==> src/hw/rtl/dsrw_pkg.sv <==
// Shared types, codes and constants of the DAC stream register writer.
// Used by every module but the sample store; depends on nothing.
`default_nettype none

package dsrw_pkg;

	// item opcodes
	localparam logic [2:0] OP_SETUP = 3'd0;
	localparam logic [2:0] OP_START = 3'd1;
	localparam logic [2:0] OP_STOP  = 3'd2;
	localparam logic [2:0] OP_LOAD  = 3'd3;
	localparam logic [2:0] OP_TICK  = 3'd4;

	// configuration register index
	localparam logic REG_OUTPUT_RATE = 1'b0;

	localparam int DEF_NUM_STREAMS = 4;
	localparam int DEF_NUM_BLOCKS  = 4;

	localparam int POS_W       = 14;
	localparam int BLOCK_DEPTH = 1 << POS_W;
	localparam int ACC_W       = 22;
	localparam int RATE_W      = 18;
	localparam int LEN_W       = 32;

	localparam logic [RATE_W-1:0] RATE_RESET = RATE_W'(44100);
	localparam logic [ACC_W-1:0]  ACC_MAX    = '1;

	localparam int MAX_WRITES    = 64;
	localparam int STREAM_WRITES = 16;

	typedef enum logic [2:0] {
		ST_IDLE,
		ST_SUM,
		ST_TEST,
		ST_EMIT,
		ST_DONE
	} seq_state_t;

	typedef enum logic {
		ACC_ADD,
		ACC_SUB
	} acc_op_t;

	typedef struct packed {
		logic [ACC_W-1:0] result;
		logic             ge;
		logic             ge2;
	} acc_res_t;

	typedef struct packed {
		logic [7:0] chip;
		logic [7:0] port;
		logic [7:0] regno;
		logic [7:0] data;
	} write_t;

endpackage

`default_nettype wire

==> src/hw/rtl/dsrw_acc_unit.sv <==
// Shared accumulator unit: one adder for the saturating credit add and the rate subtract.
// Depends on dsrw_pkg.
`default_nettype none

module dsrw_acc_unit
	import dsrw_pkg::*;
(
	input  wire acc_op_t           op,
	input  wire logic [ACC_W-1:0]  a,
	input  wire logic [ACC_W-1:0]  b,
	input  wire logic [RATE_W-1:0] rate,
	output acc_res_t               res
);

	logic [ACC_W-1:0] rate_ext;
	logic [ACC_W-1:0] addend;
	logic             cin;
	logic [ACC_W:0]   sum;
	logic [ACC_W:0]   rate2;

	always_comb begin
		rate_ext = ACC_W'(rate);
		rate2    = (ACC_W+1)'({rate, 1'b0});
		unique case (op)
			ACC_ADD: begin
				addend = b;
				cin    = 1'b0;
			end
			ACC_SUB: begin
				// a - rate as a + ~rate + 1; carry out means no borrow
				addend = ~rate_ext;
				cin    = 1'b1;
			end
		endcase
		sum = {1'b0, a} + {1'b0, addend} + (ACC_W+1)'(cin);
		res.result = (op == ACC_ADD && sum[ACC_W]) ? ACC_MAX : sum[ACC_W-1:0];
		res.ge     = sum[ACC_W];
		res.ge2    = {1'b0, a} >= rate2;
	end

endmodule

`default_nettype wire

==> config.mk <==
export PLATFORM = sky130hd
export DESIGN_NAME = dsrw_acc_unit
export DESIGN_NICKNAME = d
export VERILOG_FILES = /design/src/hw/rtl/dsrw_pkg.sv /design/src/hw/rtl/dsrw_acc_unit.sv
export SDC_FILE = /design/constraint.sdc
export NUM_CORES = 1
export LEC_CHECK = 0
export BUFFER_PORTS_ARGS = -buffer_cell sky130_fd_sc_hd__buf_4
export CAP_MARGIN = 20
export CORE_ASPECT_RATIO = 0.5
export CORE_MARGIN = 2
export CORE_UTILIZATION = 46
export DETAILED_ROUTE_END_ITERATION = 6
export GPL_TIMING_DRIVEN = 0
export PLACE_DENSITY = 0.82
export RECOVER_POWER = 25
export SYNTH_ARGS = -nofsm -noshare
export SYNTH_HDL_FRONTEND = slang
export SYNTH_SLANG_ARGS = --single-unit
==> constraint.sdc <==
create_clock -name vclk -period 2.8
set_input_delay 0.14 -clock vclk [all_inputs]
set_output_delay 0.14 -clock vclk [all_outputs]
set_load 0.05 [all_outputs]
# Word-level counts from Yosys, hierarchy flattened
# Index checks and enable logic that the tools add are counted.
[op_classes] n_lt_le_gt_ge=1 add_sub_neg=2 reduce_logical=1 bitwise_logic=2 muxes=3
[ops] op="one-hot mux 22 bit (2 select lines)" count=1
[ops] op="adder 22 x 22 -> 23 bit" count=1
[ops] op="adder 23 x 1 -> 23 bit" count=1
[ops] op="greater-or-equal comparator 22 x 19 -> 1 bit" count=1
[ops] op="2-to-1 mux 22 bit" count=1
[ops] op="NOT 18 -> 22 bit" count=1
[ops] op="one-hot mux 1 bit (2 select lines)" count=1
[ops] op="logical AND 1 bit" count=1
[ops] op="NOT 1 bit" count=1
[word_totals] inputBits=63 regBits=0

# Logic depth before layout (Yosys ltp)
[depth] depth_word=6 ltp_mapped=14

# Worst setup path after synthesis
# No wires, ideal clock.
[synth_path] kind="input to output" start="input port op" end="output port res[4] (netlist bit)" setup_slack_ns=-0.539 t_arrival_ns=3.199 required_time_ns=2.660 cell_stages=12 path_cell_list="clkbuf_1 > clkbuf_1 > o21ai_0 > fa_1 > fa_1 > nor2b_1 > o31ai_1 > a21oi_2 > o21ai_2 > o311a_1 > or2_4 > o21ai_0"
[synth_rtl] item="start, declared" line_no="dsrw_acc_unit.sv:8" text="input wire acc_op_t op,"
[synth_rtl] item="end, declared" line_no="dsrw_acc_unit.sv:12" text="output acc_res_t res"

==> results_dict.tcl <==
set metrics [dict create \
    nClkBuffers 0 \
    grt_pass1_wl_um 11700 \
    crit_type "in2out" \
    critPathMaxFanout 6 \
    nNetsFinal 486 \
    avgViaCountPerCell 5.97 \
    pre_cts_ws_ns -0.536 \
    p_total_mw 1.41 \
    postSynthCellCount 285 \
    tightest_slew_ns 0.588 \
    worstHoldPathCells 5 \
    start_util_pct 48.9 \
    slew_violations 0 \
    rows 16 \
    total_leakage_power_nw 1.63 \
    die-height_um 49.9 \
    fin_tns_setup_ns -4.37 \
    hold_start "a[8]" \
    hp-class "in2out" \
    start_kind "primary input" \
    arrival_ns 2.88 \
    dp_hpwl_um 5560 \
    worst_slack_ns -0.221 \
    cp.required_ns 2.66 \
    dr.pass1.iters 4 \
    wl_met3_um 584 \
    num_vias 2593 \
    ys_warn_count 0 \
    io_pins 87 \
    stdcell_count 434 \
    drcViolationCount 0 \
    hold_slack_ns 0.881 \
    stdcell_area_mm2 0.00343 \
    hold_viol_final 0 \
    peakVddDrop_v 0.000436 \
    crit_path_end_kind "output pin" \
    first_global_vias 2596 \
    netlist_area_mm2 0.00194 \
    core-area_mm2 0.00396 \
    maxCapViolCount 0 \
    avgSynthCellArea_um2 6.80 \
    antenna_found_initial 0 \
    slew_headroom_pct 60.9 \
    seqPwrFrac_pct 0 \
    fillers 219 \
    p_int_mw 0.608 \
    outcome "complete, but fails checks" \
    power.density_mw_per_mm2 409 \
    rsz0062_at_grt "yes" \
    dp_cells 426 \
    port_buffers 87 \
    layout_min_cycle_time_ns 3.02 \
    seq_cell_count 0 \
    fmax_mhz 331 \
    synth.distinct_cells 43 \
    combPwrFrac_pct 100.0 \
    drt_first_iter_violations 139 \
    place.gp.congestion 0.885 \
    violations "negative setup slack" \
    setup_violations 22 \
    die_area_mm2 0.00478 \
    swShare_pct 56.8 \
    syn_nets 389 \
    syn_to_final_growth_pct 77.0 \
    dr_wl_met2_um 3680 \
    placed_area_mm2 0.00298 \
    wl_met1_um 3070 \
    synth_area_leaders "ha_1 (25%), a21oi_1 (7.7%), nand2_1 (7.0%), mux2_2 (6.4%), xnor2_1 (5.4%)" \
    min_to "res[10]" \
    grt_max_degree 11 \
    grt.overflow.total 0 \
    yosysSeqAreaShare_pct 0 \
    die_w_um 95.8 \
    yosysTopAreaCell "ha_1" \
    ctsHoldBuffers 0 \
    synth_top_cell_area_share_pct 25.2 \
    drive_above_1_share_pct 43.4 \
    antenna_left 0 \
    final-seq-area_um2 0 \
    n_antenna_cell 0 \
    p_clk_share_pct 0 \
    final_util_pct 86.6 \
    finalCritPeriodShare_pct 108 \
    wl_um 7530 \
    p_switching_mw 0.798 \
    top_layer "met4" \
    grt_use_total_pct 30.6 \
    post_drt_wl_per_cell_um 17.4 \
]
==> power groups by stage <==
stage | combinational (mW) | clock (mW) | sequential [mW]
floorplan | 0.861 | 0 | 0
global placement | 1.14 | 0 | 0
detailed placement | 1.16 | 0 | 0
CTS | 1.35 | 0 | 0
global route | 1.47 | 0 | 0
finish | 1.41 | 0 | 0
==> cell families after synthesis <==
group | synth area share (%)
buffers and inverters | 7.36
adder cells (fa/ha/maj) | 27.2
multiplexers | 6.39
AND/OR/NAND/NOR | 23.6
AO/OA/AOI/OAI | 28.2
XOR/XNOR | 7.23
==> worst max-delay path: stages <==
cell and delay (ns):
buf_6 0.10, clkbuf_16 0.13, clkbuf_16 0.14, nand2_4 0.04, o21ai_2 0.05, fa_2 0.35, fa_2 0.38, nor2b_4 0.17
o31ai_4 0.09, a21oi_4 0.16, o21ai_2 0.07, o311a_1 0.31, or2_4 0.32, clkbuf_16 0.20, nand2_4 0.06, buf_8 0.14
==> cells in the mapped netlist (7+ instances only) <==
cell type	instances
a21oi_1	30
nand3_1	7
o21ai_0	18
nor2_1	20
inv_1	27
mux2_2	11
ha_1	39
xnor2_1	12
nand2_1	36
a21o_1	9
==> layer usage <==
layer / global-route usage [%] / up-vias
met5: 0 / -
met4: 7.62 / 0
met3: 3.36 / 27
met2: 55.4 / 146
met1: 38.7 / 1209
li1: - / 1211
==> layout by cell type, fill, tap and decap left out, types with 3 or more instances in the layout <==
cell       count
a21o_1         9
a21oi_1       26
a21oi_2        3
a21oi_4        3
and3_1         3
buf_12         3
buf_4         71
buf_6          5
buf_8         18
clkbuf_16      3
ha_1          34
ha_4           4
inv_1         27
mux2_2        11
nand2_1       17
nand2_4        8
nand2_8       11
nand2b_1       4
nand3_1        7
nand4_1        5
nor2_1        20
nor2b_1        4
nor3_1         4
o21a_1         4
o21ai_0       15
o21ai_2        3
o21bai_1       3
or2_2          5
xnor2_1       10
xor2_1         3
==> worst max path at each step <==
stage / start / endpoint / slack [ns] / cells past startpoint
finish: op / res[8] / -0.22 / 16
global route: op / res[8] / -0.28 / 16
detailed placement: op / res[14] / -0.54 / 14
CTS: op / res[20] / -0.20 / 16
global placement: op / res[13] / -0.52 / 14
floorplan: op / res[20] / 0.008 / 14
==> timing repair <==
item                       4_1_cts  5_1_grt
pin swaps                        2        1
setup buffers                    7        1
setup endpoints to repair       23       22
cloned                           1        1
resized for setup               64        9
==> cell type report <==
| cell class | instances | area [um^2] | share of cell area, % |
|---|---|---|---|
| repair buffers | 97 | 921 | 26.8 |
| plain buffers | 5 | 105 | 3.06 |
| well taps | 54 | 67.6 | 1.97 |
| multi-input cells | 251 | 2240 | 65.2 |
| inverters | 27 | 101 | 2.95 |
(Power assumes the default switching activity.)
