File: config.mk
export PLATFORM = sky130hd
export DESIGN_NAME = dsrw_sequencer
export DESIGN_NICKNAME = d
export VERILOG_FILES = /design/src/hw/rtl/dsrw_pkg.sv /design/src/hw/rtl/dsrw_sequencer.sv
export SDC_FILE = /design/constraint.sdc
export NUM_CORES = 1
export LEC_CHECK = 0
export BUFFER_PORTS_ARGS = -buffer_cell sky130_fd_sc_hd__buf_2
export CAP_MARGIN = 20
export CORE_MARGIN = 5
export CORE_UTILIZATION = 50
export DETAILED_ROUTE_END_ITERATION = 6
export GPL_TIMING_DRIVEN = 1
export PLACE_DENSITY = 0.69
export REMOVE_ABC_BUFFERS = 1
export SYNTH_ARGS = -nofsm -noshare
export SYNTH_HDL_FRONTEND = slang
export SYNTH_SLANG_ARGS = --single-unit
File: constraint.sdc
create_clock -name clk -period 5.5 [get_ports clk]
set_input_delay 0.825 -clock clk [delete_from_list [all_inputs] [get_ports clk]]
set_output_delay 0.825 -clock clk [all_outputs]
set_load 0.05 [all_outputs]
File: src/hw/rtl/dsrw_pkg.sv
// Shared types, codes and constants of the DAC stream register writer.
// Used by every module but the sample store; depends on nothing.
`default_nettype none

package dsrw_pkg;

	// item opcodes
	localparam logic [2:0] OP_SETUP = 3'd0;
	localparam logic [2:0] OP_START = 3'd1;
	localparam logic [2:0] OP_STOP  = 3'd2;
	localparam logic [2:0] OP_LOAD  = 3'd3;
	localparam logic [2:0] OP_TICK  = 3'd4;

	// configuration register index
	localparam logic REG_OUTPUT_RATE = 1'b0;

	localparam int DEF_NUM_STREAMS = 4;
	localparam int DEF_NUM_BLOCKS  = 4;

	localparam int POS_W       = 14;
	localparam int BLOCK_DEPTH = 1 << POS_W;
	localparam int ACC_W       = 22;
	localparam int RATE_W      = 18;
	localparam int LEN_W       = 32;

	localparam logic [RATE_W-1:0] RATE_RESET = RATE_W'(44100);
	localparam logic [ACC_W-1:0]  ACC_MAX    = '1;

	localparam int MAX_WRITES    = 64;
	localparam int STREAM_WRITES = 16;

	typedef enum logic [2:0] {
		ST_IDLE,
		ST_SUM,
		ST_TEST,
		ST_EMIT,
		ST_DONE
	} seq_state_t;

	typedef enum logic {
		ACC_ADD,
		ACC_SUB
	} acc_op_t;

	typedef struct packed {
		logic [ACC_W-1:0] result;
		logic             ge;
		logic             ge2;
	} acc_res_t;

	typedef struct packed {
		logic [7:0] chip;
		logic [7:0] port;
		logic [7:0] regno;
		logic [7:0] data;
	} write_t;

endpackage

`default_nettype wire

File: src/hw/rtl/dsrw_sequencer.sv
// Stream table and tick sequencer: takes items, walks the streams on a tick and
// emits register writes. Depends on dsrw_pkg; drives dsrw_acc_unit and dsrw_sample_mem.
`default_nettype none

module dsrw_sequencer
	import dsrw_pkg::*;
#(
	parameter int NUM_STREAMS = DEF_NUM_STREAMS,
	parameter int NUM_BLOCKS  = DEF_NUM_BLOCKS,
	parameter int ADDR_W      = 16
) (
	input  wire logic              clk,
	input  wire logic              arst_n,
	input  wire logic              start,
	output logic                   busy,
	input  wire logic [2:0]        opcode,
	input  wire logic [1:0]        stream_id,
	input  wire logic [7:0]        chip_id,
	input  wire logic [7:0]        port,
	input  wire logic [7:0]        reg_req,
	input  wire logic [1:0]        block_id,
	input  wire logic [POS_W-1:0]  start_offset,
	input  wire logic [LEN_W-1:0]  length,
	input  wire logic [ACC_W-1:0]  freq,
	input  wire logic [POS_W-1:0]  load_addr,
	input  wire logic [7:0]        load_byte,
	input  wire logic [RATE_W-1:0] rate,
	output acc_op_t                acc_op,
	output logic      [ACC_W-1:0]  acc_a,
	output logic      [ACC_W-1:0]  acc_b,
	input  wire acc_res_t          acc_res,
	output logic                   mem_wr_en,
	output logic      [ADDR_W-1:0] mem_wr_addr,
	output logic      [7:0]        mem_wr_data,
	output logic                   mem_rd_en,
	output logic      [ADDR_W-1:0] mem_rd_addr,
	input  wire logic [7:0]        mem_rd_data,
	output write_t                 res,
	output logic                   res_last,
	output logic                   res_strobe
);

	localparam int SW = (NUM_STREAMS > 1) ? $clog2(NUM_STREAMS) : 1;
	localparam int BW = (NUM_BLOCKS > 1) ? $clog2(NUM_BLOCKS) : 1;
	localparam int NW = $clog2(MAX_WRITES + 1);
	localparam int KW = $clog2(STREAM_WRITES + 1);

	function automatic logic [BW-1:0] blk_mod(input logic [1:0] b);
		logic [4:0] v;
		v = 5'(b);
		for (int i = 0; i < 4; i++) begin
			if (v >= 5'(NUM_BLOCKS)) begin
				v = v - 5'(NUM_BLOCKS);
			end
		end
		return BW'(v);
	endfunction

	seq_state_t state_q, state_d;

	logic [SW-1:0] s_q;
	logic [NW-1:0] n_q;
	logic [KW-1:0] k_q;
	logic [ACC_W-1:0] acc_q;

	logic [7:0]       st_chip_q   [NUM_STREAMS];
	logic [7:0]       st_port_q   [NUM_STREAMS];
	logic [7:0]       st_reg_q    [NUM_STREAMS];
	logic [BW-1:0]    st_blk_q    [NUM_STREAMS];
	logic             st_active_q [NUM_STREAMS];
	logic [POS_W-1:0] st_pos_q    [NUM_STREAMS];
	logic [LEN_W-1:0] st_rem_q    [NUM_STREAMS];
	logic [ACC_W-1:0] st_freq_q   [NUM_STREAMS];
	logic [ACC_W-1:0] st_accum_q  [NUM_STREAMS];

	write_t pend_q;
	logic   pend_valid_q;
	write_t res_q;
	logic   res_last_q;
	logic   res_strobe_q;

	logic             accept;
	logic [4:0]       sid_ext;
	logic             sid_ok;
	logic [SW-1:0]    sid;
	logic [BW-1:0]    blk_sel;
	logic [ACC_W-1:0] rate_ext;
	logic [ACC_W-1:0] fmax;
	logic [ACC_W-1:0] freq_sat;
	logic             last_s;
	logic             test_go;
	logic             emit_go;
	logic             rem_end;
	logic [POS_W-1:0] next_pos;

	logic             cur_active;
	logic [BW-1:0]    cur_blk;
	logic [POS_W-1:0] cur_pos;
	logic [LEN_W-1:0] cur_rem;

	always_comb begin
		busy     = (state_q != ST_IDLE);
		accept   = start && !busy;
		sid_ext  = 5'(stream_id);
		sid_ok   = sid_ext < 5'(NUM_STREAMS);
		sid      = sid_ext[SW-1:0];
		blk_sel  = blk_mod(block_id);
		rate_ext = ACC_W'(rate);
		fmax     = (rate_ext << 4) - rate_ext;
		freq_sat = (freq > fmax) ? fmax : freq;

		cur_active = st_active_q[s_q];
		cur_blk    = st_blk_q[s_q];
		cur_pos    = st_pos_q[s_q];
		cur_rem    = st_rem_q[s_q];
		next_pos   = cur_pos + 1'b1;

		last_s  = (s_q == SW'(NUM_STREAMS - 1));
		rem_end = (cur_rem == LEN_W'(1));
		test_go = acc_res.ge && (n_q != NW'(MAX_WRITES));
		// acc >= 2*rate means credit is left after this write
		emit_go = acc_res.ge2 && (k_q != KW'(STREAM_WRITES - 1))
			&& (n_q != NW'(MAX_WRITES - 1)) && !rem_end;
	end

	// next state
	always_comb begin
		state_d = state_q;
		unique case (state_q)
			ST_IDLE: begin
				if (accept && opcode == OP_TICK) begin
					state_d = ST_SUM;
				end
			end
			ST_SUM: begin
				if (cur_active) begin
					state_d = ST_TEST;
				end else if (last_s) begin
					state_d = ST_DONE;
				end
			end
			ST_TEST: begin
				if (test_go) begin
					state_d = ST_EMIT;
				end else if (last_s) begin
					state_d = ST_DONE;
				end else begin
					state_d = ST_SUM;
				end
			end
			ST_EMIT: begin
				if (!emit_go) begin
					state_d = last_s ? ST_DONE : ST_SUM;
				end
			end
			ST_DONE: begin
				state_d = ST_IDLE;
			end
			default: begin
				state_d = ST_IDLE;
			end
		endcase
	end

	// datapath control
	always_comb begin
		acc_op      = (state_q == ST_SUM) ? ACC_ADD : ACC_SUB;
		acc_a       = (state_q == ST_SUM) ? st_accum_q[s_q] : acc_q;
		acc_b       = st_freq_q[s_q];
		mem_rd_en   = (state_q == ST_TEST && test_go) || (state_q == ST_EMIT && emit_go);
		mem_rd_addr = {cur_blk, (state_q == ST_EMIT) ? next_pos : cur_pos};
		mem_wr_en   = accept && (opcode == OP_LOAD);
		mem_wr_addr = {blk_sel, load_addr};
		mem_wr_data = load_byte;
		res         = res_q;
		res_last    = res_last_q;
		res_strobe  = res_strobe_q;
	end

	always_ff @(posedge clk or negedge arst_n) begin
		if (!arst_n) begin
			state_q      <= ST_IDLE;
			s_q          <= '0;
			n_q          <= '0;
			k_q          <= '0;
			pend_valid_q <= 1'b0;
			res_strobe_q <= 1'b0;
			res_last_q   <= 1'b0;
			for (int i = 0; i < NUM_STREAMS; i++) begin
				st_chip_q[i]   <= '0;
				st_port_q[i]   <= '0;
				st_reg_q[i]    <= '0;
				st_blk_q[i]    <= '0;
				st_active_q[i] <= 1'b0;
			end
		end else begin
			state_q      <= state_d;
			res_strobe_q <= 1'b0;
			res_last_q   <= 1'b0;
			unique case (state_q)
				ST_IDLE: begin
					if (accept) begin
						case (opcode)
							OP_SETUP: begin
								if (sid_ok) begin
									st_chip_q[sid]   <= chip_id;
									st_port_q[sid]   <= port;
									st_reg_q[sid]    <= reg_req;
									st_blk_q[sid]    <= blk_sel;
									st_active_q[sid] <= 1'b0;
								end
							end
							OP_START: begin
								if (sid_ok) begin
									st_active_q[sid] <= 1'b1;
								end
							end
							OP_STOP: begin
								if (sid_ok) begin
									st_active_q[sid] <= 1'b0;
								end
							end
							OP_TICK: begin
								s_q <= '0;
								n_q <= '0;
							end
							default: begin
							end
						endcase
					end
				end
				ST_SUM: begin
					k_q <= '0;
					if (!cur_active && !last_s) begin
						s_q <= SW'(s_q + 1'b1);
					end
				end
				ST_TEST: begin
					if (!test_go && !last_s) begin
						s_q <= SW'(s_q + 1'b1);
					end
				end
				ST_EMIT: begin
					n_q <= NW'(n_q + 1'b1);
					k_q <= KW'(k_q + 1'b1);
					if (rem_end) begin
						st_active_q[s_q] <= 1'b0;
					end
					if (!emit_go && !last_s) begin
						s_q <= SW'(s_q + 1'b1);
					end
					// hold each write until the next one shows whether it ends the tick
					res_strobe_q <= pend_valid_q;
					pend_valid_q <= 1'b1;
				end
				ST_DONE: begin
					res_strobe_q <= pend_valid_q;
					res_last_q   <= pend_valid_q;
					pend_valid_q <= 1'b0;
				end
				default: begin
				end
			endcase
		end
	end

	always_ff @(posedge clk) begin
		unique case (state_q)
			ST_IDLE: begin
				if (accept && opcode == OP_START && sid_ok) begin
					st_pos_q[sid]   <= start_offset;
					st_rem_q[sid]   <= length;
					st_freq_q[sid]  <= freq_sat;
					st_accum_q[sid] <= rate_ext;
				end
			end
			ST_SUM: begin
				acc_q <= acc_res.result;
			end
			ST_TEST: begin
				if (!test_go) begin
					st_accum_q[s_q] <= acc_q;
				end
			end
			ST_EMIT: begin
				acc_q         <= acc_res.result;
				st_pos_q[s_q] <= next_pos;
				st_rem_q[s_q] <= cur_rem - 1'b1;
				if (!emit_go) begin
					st_accum_q[s_q] <= acc_res.result;
				end
				pend_q.chip  <= st_chip_q[s_q];
				pend_q.port  <= st_port_q[s_q];
				pend_q.regno <= st_reg_q[s_q];
				pend_q.data  <= mem_rd_data;
				res_q        <= pend_q;
			end
			ST_DONE: begin
				res_q <= pend_q;
			end
			default: begin
			end
		endcase
	end

endmodule

`default_nettype wire

# Yosys cells after proc, flatten, opt, wreduce, memory -nomap -nowiden
# Memory sizes are Yosys's and may differ from the RTL's.
# Cells that the tools add are included.
word_totals:
  reg_bits: 214
  mem_bits_rw: 360
  in_bits: 174
  output_inout_bits: 122
  elab_cells: 198
  mem_count: 4
op_classes:
  add_sub_neg: 6
  order_cmp: 5
  n_eq_ne: 23
  n_mux: 76
  bitwise: 8
  reduce_logical: 40
memory_table:
  columns: ["name", "depth", "word_bits", "read_ports", "rd_ports_with_merged_regs", "wr", "line", "rtl"]
  rows:
  - ["st_rem_q", 4, 32, 1, 0, 1, "dsrw_sequencer.sv:72", "logic [LEN_W-1:0] st_rem_q [NUM_STREAMS];"]
  - ["st_accum_q", 4, 22, 1, 0, 1, "dsrw_sequencer.sv:74", "logic [ACC_W-1:0] st_accum_q [NUM_STREAMS];"]
  - ["st_freq_q", 4, 22, 1, 0, 1, "dsrw_sequencer.sv:73", "logic [ACC_W-1:0] st_freq_q [NUM_STREAMS];"]
  - ["st_pos_q", 4, 14, 1, 0, 1, "dsrw_sequencer.sv:71", "logic [POS_W-1:0] st_pos_q [NUM_STREAMS];"]
op_table:
  columns: ["op", "count"]
  rows:
  - ["$bwmux W32", 3]
  - ["$mux W22", 4]
  - ["$mux W8", 7]
  - ["$bmux W8 S2", 3]
  - ["$eq A32 B1 Y1 const B", 1]
  - ["$mux W32", 1]
  - ["$reduce_or A32 Y1", 1]
  - ["$sub A32 B1 Y32 const B", 1]
  - ["$mux W14", 2]
  - ["$gt A22 B22 Y1", 1]
  - ["$mux W2", 11]
  - ["$reduce_or A22 Y1", 1]
  - ["$sub A22 B18 Y22", 1]
  - ["$mux W1", 21]
  - ["$mux W3", 6]
  - ["$demux W8 S2", 1]
  - ["$pmux W4 S2", 2]
  - ["$logic_and A1 B1 Y1", 15]
  - ["$add A14 B1 Y14 const B", 1]
  - ["$mux W7", 2]
  - ["$pmux W7 S2", 1]
  - ["$reduce_or A14 Y1", 1]
  - ["$eq A3 B2 Y1 const B", 4]
  - ["$pmux W3 S4", 1]
  - ["38 further kinds", 66]

# Depth between registers and ports, before layout
logic_depth:
  depth_word: 10
  depth_mapped: 18
  mapped_depth_nobuf: 17

# Worst setup path after synthesis
# Ideal clock, no wire load.
synth_path:
  path_kind: "reg-to-reg"
  start: "register s_q[0]"
  end: "memory st_pos_q[3][0] (enable)"
  setup_time_ns: 0.513
  arrival_ns: 5.506
  t_required_ns: 4.987
  path_slack_ns: -0.519
  stages_incl_launch_ff: 10
  n_path_buf: 7
  synth_period_minus_slack_ns: 6.019
  path_cell_list: "dfrtp_1 -> buf_6 -> buf_8 -> buf_4 -> buf_2 -> buf_2 -> buf_2 -> buf_1 -> nand2_1 -> o21ai_0"
synth_between:
  elab_chain_cells: 1
synth_lines:
  columns: ["item", "line", "rtl"]
  rows:
  - ["start: declaration", "dsrw_sequencer.sv:61", "logic [SW-1:0] s_q;"]
  - ["start signal: assignment", "dsrw_sequencer.sv:235", "s_q <= SW'(s_q + 1'b1);"]
  - ["start signal: assignment", "dsrw_sequencer.sv:240", "s_q <= SW'(s_q + 1'b1);"]
  - ["start signal: assignment", "dsrw_sequencer.sv:250", "s_q <= SW'(s_q + 1'b1);"]
  - ["$mux W2 (no line)", null, null]
  - ["end: declaration", "dsrw_sequencer.sv:71", null]
# Every way passes these cells.

# Worst setup path in the final report
layout_path:
  start: "register s_q[0]"
  end: "output port mem_rd_en"
layout_between:
  elab_chain_cells: 6
layout_lines:
  columns: ["item", "line", "rtl"]
  rows:
  - ["$mem_v2 Z4 W32", null, null]
  - ["$eq A32 B1 Y1", "dsrw_sequencer.sv:119", "rem_end = (cur_rem == LEN_W'(1));"]
  - ["$logic_not A1 Y1", "dsrw_sequencer.sv:123", "&& (n_q != NW'(MAX_WRITES - 1)) && !rem_end;"]
  - ["$logic_and A1 B1 Y1", "dsrw_sequencer.sv:123", null]
  - ["$logic_and A1 B1 Y1", "dsrw_sequencer.sv:170", "mem_rd_en = (state_q == ST_TEST && test_go) || (state_q == ST_EMIT && emit_go);"]
  - ["$logic_or A1 B1 Y1", "dsrw_sequencer.sv:170", null]
  - ["end: declaration", "dsrw_sequencer.sv:35", "output logic mem_rd_en,"]
# Every way passes these cells.

==> reports/metrics.csv <==
stage;metric;value;unit
status;outcome;complete, but fails checks;
status;violations;design-rule violations;
drt;drt_iter0_markers;1031;
worst_setup_path;cp_top_family;simple AND/OR/NAND/NOR gates;
synth;synth-adder-area-share;2.37;%
place;place_area;27300;um2
sta;fin_crit_sh;89.2;%
drt;dr.pass1.iters;7;
sta;fmax;204;MHz
synth;synth_edf_count;446;
sta;rsz0062_at_grt;false;
sta;post-route-min-period;4910;ps
synth;seq_area_frac_synth;65.5;%
hold_path;worstHoldPathType;input pin to asynchronous set/reset pin;
synth;syn_area_per_cell;15.9;um2
worst_setup_path;end_kind;output pin;
drt;wl_met2;28300;um
worst_setup_path;path_max_fanout;22;
synth;yosys_register_bits;574;
synth;synth.mux.area_fraction;17.1;%
grt;grt-ovfl-total;0;
finish;stdcell_area;29200;um2
power;p_leak;0.0112;uW
drt;wl_met3;3160;um
worst_setup_path;arrival;4080;ps
clocking;ctsHoldBuffers;0;
clocking;cts_max_level;2;
grt;antenna_found_initial;5;
place;gp_congestion;0.896;
finish;nets;2068;
worst_setup_path;worstPathCellList;buf_4 -> mux4_2 -> or4_1 -> nor4_1 -> nand4_2 -> a31oi_1 -> or2_2 -> inv_1 -> buf_2;
synth;synthCells;1591;
worst_setup_path;cp-start-kind;register;
grt;grt_pass1_vias;15400;
finish;drive_gt1_share;33.2;%
sta;tns;0;ps
worst_setup_path;slowest_delay;700;ps
synth;ys.flop_type;edfxtp_1;
sta;whs;159;ps
place;numPortBuffers;251;
sta;maxSlewHeadroom;39.6;%
worst_setup_path;cp.buffers_inverters;3;
synth;ys_types;64;
floorplan;ioPinCount;296;
synth;synth_simple_gate_area_share;5.71;%
finish;syn2layout_area_growth;15.1;%
drt;maxUsedRoutingLayer;met5;
floorplan;floorplan.die_area;55300;um2
power;power;13100;uW
floorplan;start_util;50.5;%
finish;layout_commonest_cell;edfxtp_1;
synth;synth-xor-area-share;2.56;%
clocking;post_cts_resized;0;
synth;async_reset_ff_share;22.3;%
clocking;clkTransAtPathRegs;60;ps
floorplan;dieHeight;235;um
worst_setup_path;worstSetupPathType;register to output pin;
drt;ant_nets;0;
drt;viasPerCell;5.67;
drt;wl_per_cell;22.3;um
grt;grt_first_pass_wirelength;89100;um
worst_setup_path;critPathSlowestCell;dfrtp_4;
grt;grt_use_total;20.5;%
finish;final_cell_mix;edfxtp_1, buf_2, nand2_1;
clocking;cts_root_buffer;clkbuf_16;
worst_setup_path;worstPathRequired;4680;ps
floorplan;coreArea;50200;um2
sta;fin_skew;26.6;ps
finish;fillers;3928;
place;hpwl;37000;um
sta;worst_pin_slew;906;ps
run;cap_violations;0;
drt;drc;3;
grt;grt_max_degree;81;
finish;utilization;58.2;%
synth;yosys_warnings;0;
clocking;clock-sinks;574;
synth;synth_compound_area_share;4.02;%
drt;wl_met1;24400;um
clocking;clock_latency;610;ps
synth;synth_area;25400;um2
floorplan;fp.dieW;235;um
sta;hold_viol_final;0;
power;vdd_drop_max;0.371;mV
clocking;cts_setup_buffers;0;
synth;synth_top_family_by_area;multiplexers;
sta;drv_slew;0;
sta;setup_viol;0;
drt;wirelength;57200;um
floorplan;core.rowCount;82;
clocking;tritoncts;done;
clocking;cts_buffer_depth;3;
clocking;numCtsBuffers;59;
power;power_density;450;nW/um2
drt;num_vias;14600;
## metrics by stage
stage / setup slack [ps] / cells
2_1_floorplan: -3440 / 1503
3_3_place_gp: 365 / 2453
3_5_place_dp: 144 / 2453
4_1_cts: 528 / 2561
5_1_grt: 298 / 2566
6_report: 592 / 2569
## logic make-up (layout without fill, tap and decap cells)
| family | after synthesis | after routing |
|---|---|---|
| other cells | 0 | 4 |
| fa+ha+maj | 48 | 48 |
| simple gates | 316 | 316 |
| mux | 268 | 268 |
| flops | 574 | 574 |
| buf+inv | 147 | 449 |
| compound gates | 164 | 164 |
| xor+xnor | 74 | 74 |
## worst register-to-register path, delay by kind of cell (launching register included)
kind	cells	cell delay [ps]
buffers and inverters	3	890
multiplexers	1	540
AO/OA/AOI/OAI	2	460
AND/OR/NAND/NOR	4	1440
flip-flops	1	700
## power by group
group	switching, uW	total [uW]	internal, uW	leakage [uW]
registers	277	5640	5360	0.00573
logic	2340	3800	1460	0.00459
clock network	1610	3710	2100	0.000862
total	4220	13100	8920	0.0112
## registers in the layout, summed over array words and instances (netlist names), 2 cells and up, named ones only
signal,count
st_reg_q,32
st_chip_q,32
st_pos_q,56
st_blk_q,8
st_accum_q,88
n_q,7
st_port_q,32
st_rem_q,128
st_freq_q,88
acc_q,22
pend_q,32
res,32
k_q,5
s_q,2
state_q,3
## synthesized netlist by cell type, types with 13 or more instances
master	n	area, um2
xnor2_1	53	464
inv_1	58	218
dfrtp_1	128	3200
xor2_1	21	184
ha_1	48	601
nor2_1	66	248
clkbuf_1	41	154
nor3_1	19	95.1
edfxtp_1	446	13400
a21oi_1	20	100
mux2_2	127	1430
a31oi_1	23	144
mux2i_1	23	230
mux4_2	107	2410
nand3_1	16	80.1
buf_4	25	188
and3_1	13	81.3
nand2_1	150	563
buf_2	13	65.1
o21ai_0	70	350
## worst paths after layout
kind                       slack (ps)                          to  cells after the start            startpoint
setup / recovery                  590                   mem_rd_en                      9    s_q[0]$_DFFE_PN0P_
hold / removal                    160     st_blk_q[3]$_DFFE_PN0P_                      1                arst_n
max in group asynchronous        4210          s_q[1]$_DFFE_PN0P_                      2                arst_n
setup reg to reg                 1150  st_accum_q[3][4]$_DFFE_PP_                     10    s_q[0]$_DFFE_PN0P_
min in group clk                  400         pend_q[2]$_DFFE_PP_                      1        mem_rd_data[2]
hold reg to reg                   420           res[17]$_DFFE_PN_                      0  pend_q[17]$_DFFE_PP_
## layer usage
metal	global-route usage, %	vias up
met3	3.82	95
li1	-	6607
met2	34.0	411
met5	0	-
met1	28.0	7458
met4	5.79	4
## layout make-up
cell class                 instances  area (um2)  area share [%]
antenna                            4        10.0          0.0343
clock buffer                      80        1620            5.54
clock inverter                    28         175           0.600
inverter                          59         221           0.759
multi-input combinational        870        8160            28.0
sequential                       574       16600            56.9
tap                              672         841            2.88
timing repair buffer             282        1560            5.34
No activity file was read; power rests on OpenSTA's default activity.
